`config.mk`:
```
export PLATFORM = sky130hd
export DESIGN_NAME = frt_cell
export DESIGN_NICKNAME = d
export VERILOG_FILES = /design/src/design/fault_record_table_assert.svh /design/src/design/frt_pkg.sv /design/src/design/frt_cell.sv
export SDC_FILE = /design/constraint.sdc
export NUM_CORES = 1
export LEC_CHECK = 0
export BUFFER_PORTS_ARGS = -buffer_cell sky130_fd_sc_hd__buf_4
export CORE_AREA = 2 2 90 92
export DETAILED_ROUTE_END_ITERATION = 8
export DIE_AREA = 0 0 92 94
export PLACE_DENSITY = 0.85
export SKIP_LAST_GASP = 1
export SYNTH_ARGS = -nofsm -noshare
export SYNTH_HDL_FRONTEND = slang
export SYNTH_SLANG_ARGS = --single-unit
```
`constraint.sdc`:
```
create_clock -name clk -period 3.7 [get_ports clk]
set_input_delay 0.37 -clock clk [delete_from_list [all_inputs] [get_ports clk]]
set_output_delay 0.37 -clock clk [all_outputs]
set_load 0.01 [all_outputs]
```
`src/design/fault_record_table_assert.svh`:
```
// Assertion macros for the fault record table
`ifndef FAULT_RECORD_TABLE_ASSERT_SVH
`define FAULT_RECORD_TABLE_ASSERT_SVH

// property must hold at every clock edge out of reset
`define FRT_ASSERT(label, prop, msg) \
  label: assert property (@(posedge clk) disable iff (rst) prop) else $error(msg);

// condition must never be seen out of reset
`define FRT_NEVER(label, cond, msg) \
  label: assert property (@(posedge clk) disable iff (rst) !(cond)) else $error(msg);

`endif

```
`src/design/frt_pkg.sv`:
```
// Shared types and constants of the fault record table
`timescale 1ns / 1ps
package frt_pkg;

  localparam logic [7:0] CNT_MAX = 8'hFF;

  localparam logic [3:0] MODE_SET     = 4'd0;
  localparam logic [3:0] MODE_DEL_ONE = 4'd1;
  localparam logic [3:0] MODE_DEL_GRP = 4'd2;
  localparam logic [3:0] MODE_CLR_A   = 4'd3;
  localparam logic [3:0] MODE_CLR_L   = 4'd4;
  localparam logic [3:0] MODE_FIND_A  = 4'd5;
  localparam logic [3:0] MODE_FIND_L  = 4'd6;
  localparam logic [3:0] MODE_READ_A  = 4'd7;
  localparam logic [3:0] MODE_READ_L  = 4'd8;

  typedef struct packed {
    logic [15:0] code;
    logic [7:0]  param;
    logic [7:0]  count;
    logic [31:0] stamp;
  } rec_t;

  typedef enum logic [1:0] {
    OP_HOLD,
    OP_BUMP,
    OP_WRITE,
    OP_SHIFT
  } cell_op_t;

  typedef struct packed {
    logic key;
    logic code;
    logic idx;
  } cell_hit_t;

endpackage

```
`src/design/frt_cell.sv`:
```
// One record slot of a table row, with its own compare logic
`timescale 1ns / 1ps
module frt_cell import frt_pkg::*; #(
  parameter int IDX = 0,
  parameter int FW  = 5
) (
  input  logic          clk,
  input  cell_op_t      op,
  input  rec_t          rec_new,
  input  rec_t          rec_nxt,
  input  logic [FW-1:0] used,
  input  logic [15:0]   key_code,
  input  logic [7:0]    key_param,
  input  logic [3:0]    entry_index,
  output rec_t          rec,
  output cell_hit_t     hit
);

  localparam logic [FW-1:0] IDX_F = FW'(IDX);
  localparam logic [6:0]    IDX_W = 7'(IDX);

  logic filled;

  always_ff @(posedge clk) begin
    case (op)
      OP_BUMP: begin
        if (rec.count != CNT_MAX) rec.count <= rec.count + 8'd1;
        rec.stamp <= rec_new.stamp;
      end
      OP_WRITE: rec <= rec_new;
      OP_SHIFT: rec <= rec_nxt;
      default: ;
    endcase
  end

  assign filled   = IDX_F < used;
  assign hit.code = filled && (rec.code == key_code);
  assign hit.key  = hit.code && (rec.param == key_param);
  assign hit.idx  = filled && ({3'b000, entry_index} == IDX_W);

endmodule

```
==> results.yml <==
global_route:
  track_usage: 0.201
  overflow: 0
  antenna_found_initial: 0
  grt_max_degree: 57
  grt_pass1_vias: 2725
  grt_pass1_wl_um: 13100
logic_synthesis:
  syn_nets: 374
  synth_edf_count: 64
  synth_area_leaders: "edfxtp_1, mux2_4, mux2_1"
  yosysTopAreaCell: "edfxtp_1"
  synthCells: 209
  yosysWarningCount: 0
  synth.avg_cell_area_sq_um: 16.2
  yosysTopAreaCellShare: 0.569
  syn_area_sq_um: 3380
  ys_seq_area_frac: 0.569
  synth_flop_cell: "edfxtp_1"
  synth_cell_type_count: 24
  synth-seq-cells: 64
  async_reset_ff_frac: 0
setup_path:
  cp-end-kind: "output pin"
  r2r_slack_ns: 1.93
  startpoint: "rec[62]"
  cp_max_fo: 2
  crit_cells: 5
  arrival_ns: 1.88
  crit_path_top_delay_cell: "edfxtp_1"
  slowest_delay_ns: 0.43
  start_kind: "register"
  critPathKind: "register to output pin"
  rr_worst_depth: 5
  crit_family: "simple AND/OR/NAND/NOR gates"
  r2r-start: "rec[32]"
  r2r_end: "rec[37]"
  cp-endpoint: "hit[2]"
  crit_top_cell: "nor4_2"
  required_ns: 3.33
  crit_path_cell_trace: "xor2_1 -> nor4_2 -> nand3_1 -> nor4_2 -> buf_4"
  crit_buf_inv: 1
power:
  sw_frac_of_total: 0.241
  netSwitchingPower_uw: 476
  power_frac_seq: 0.475
  power_density_nw_per_um2: 369
  p_leak_uw: 0.00250
  p_int_uw: 1500
  peakVddDrop_mv: 0.319
  clkPwrFrac: 0.282
  p_comb_frac: 0.243
clock_network:
  cts.repair.resized: 0
  h-tree-depth: 3
  cts_tree: "yes"
  post_cts_buffers: 0
  cts_sinks: 64
  cts_buffer_depth: 2
  numCtsBuffers: 9
  root_buffer: "clkbuf_8"
  clk_latency_ns: 0.32
  hold_buffers: 0
  clkTransAtPathRegs_ns: 0.07
timing:
  setup_viol: 0
  drv_slew: 0
  fmax_ghz: 0.445
  tns_ns: 0
  fin_crit_ns: 2.25
  slew_headroom: 0.350
  fin_crit_sh: 0.608
  fin_worst_skew_ns: 0.00425
  worst_pin_slew_ns: 0.975
  rsz0062_at_grt: "no"
  hold_violations: 0
floorplanning:
  die_h_um: 94
  num_rows: 32
  core_area_sq_um: 7610
  io_pins: 231
  die_w_um: 92
  initial_core_util: 0.444
  dieArea_sq_um: 8650
routing:
  dr.pass1.iters: 4
  wl_per_cell_um: 16.3
  via_per_inst: 4.76
  ant_nets: 0
  vias: 2608
  drc: 0
  wl_um: 8940
  drtIter0Drc: 84
final_layout:
  num_antenna_cells: 0
  final_nets: 606
  drive_gt1_frac: 0.646
  largest_register_ffs: 64
  top_regs: "rec: 64 flops"
  regMostFlops: "rec"
  areaGrowthSynthToFinish_pct: 58.2
  final_core_util: 0.703
place:
  dp_hpwl_um: 7110
  place_congestion: 0.731
  port-buffer-count: 230
flow_run:
  maxCapViolations: 0
outcome:
  status: "complete, no violations"
hold_path:
  hp-class: "input port to register"
layout make-up:
| cell class | instances | area (sq um) |
|---|---|---|
| fill | 543 | 2260 |
| clock buffer | 11 | 131 |
| multi-input combinational | 135 | 1380 |
| sequential | 64 | 1920 |
| clock inverter | 5 | 47.5 |
| timing repair buffer | 231 | 1730 |
| tap | 102 | 128 |
cells by family after synthesis:
family,synth area share
multiplexers,0.264
flip-flops,0.569
AND/OR/NAND/NOR,0.0511
buffers and inverters,0.0241
XOR/XNOR,0.0778
AO/OA/AOI/OAI,0.0104
adder cells (fa/ha/maj),0.00370
power by group through the flow:
stage                     combinational (uW)  clock (uW)  sequential [uW]
after floorplan                          167           0              986
after global placement                   472           0              950
after detailed placement                 484           0              953
after CTS                                486         571              938
after global routing                     513         613              946
final                                    479         557              937
cells in the mapped netlist, types with 3 or more instances:
library cell,count
edfxtp_1,64
mux2_4,40
xor2_1,19
mux2_1,17
xnor2_1,11
mux2i_1,10
nand2_1,7
nor2_1,7
a21oi_1,5
buf_6,5
nor4_2,4
nand3_1,3
layout by cell type (no fill, tap or decap):
master	instances
o21ai_1	2
or2_1	1
or4_1	1
nand2b_1	1
ha_1	1
buf_4	231
mux2i_1	10
nor4_2	4
bufinv_16	1
xor2_1	19
nor3_1	2
a21oi_1	5
clkbuf_8	9
nor4_1	1
and3_1	1
clkinv_1	2
mux2_1	17
nand2_4	1
edfxtp_1	64
nand2_1	6
xnor2_1	11
nand4_1	2
nor2_1	7
nand3_1	3
clkinv_2	2
mux2_4	40
clkbuf_1	2
worst min-delay path by stage:
stage                   end        start  depth (start not counted)
CTS                 rec[45]  rec_nxt[45]                          2
global placement    rec[32]      rec[32]                          1
detailed placement  rec[32]      rec[32]                          1
finish              rec[45]  rec_nxt[45]                          2
floorplan           rec[40]  rec_nxt[40]                          1
global route        rec[45]  rec_nxt[45]                          2
stage by stage:
| step | hold WS (ns) | instances | cell area [sq um] | worst slack, ns | power (uW) |
|---|---|---|---|---|---|
| global route | 0.300 | 548 | 5350 | 1.36 | 2070 |
| global placement | 0.638 | 532 | 5170 | 1.47 | 1420 |
| CTS | 0.317 | 548 | 5350 | 1.42 | 1990 |
| floorplan | 0.571 | 209 | 3380 | 1.93 | 1150 |
| finish | 0.331 | 548 | 5350 | 1.45 | 1970 |
| detailed placement | 0.646 | 532 | 5170 | 1.43 | 1440 |
per-layer routing:
metal	routed length [um]	part of all wire	vias to the layer above	track usage
li1	-	-	1250	-
met1	3080	0.34	1209	0.205
met2	4980	0.56	139	0.382
met3	738	0.083	10	0.0634
met4	140	0.016	0	0.0734
met5	0	0	-	0
Power figures use the tool's default switching activity.
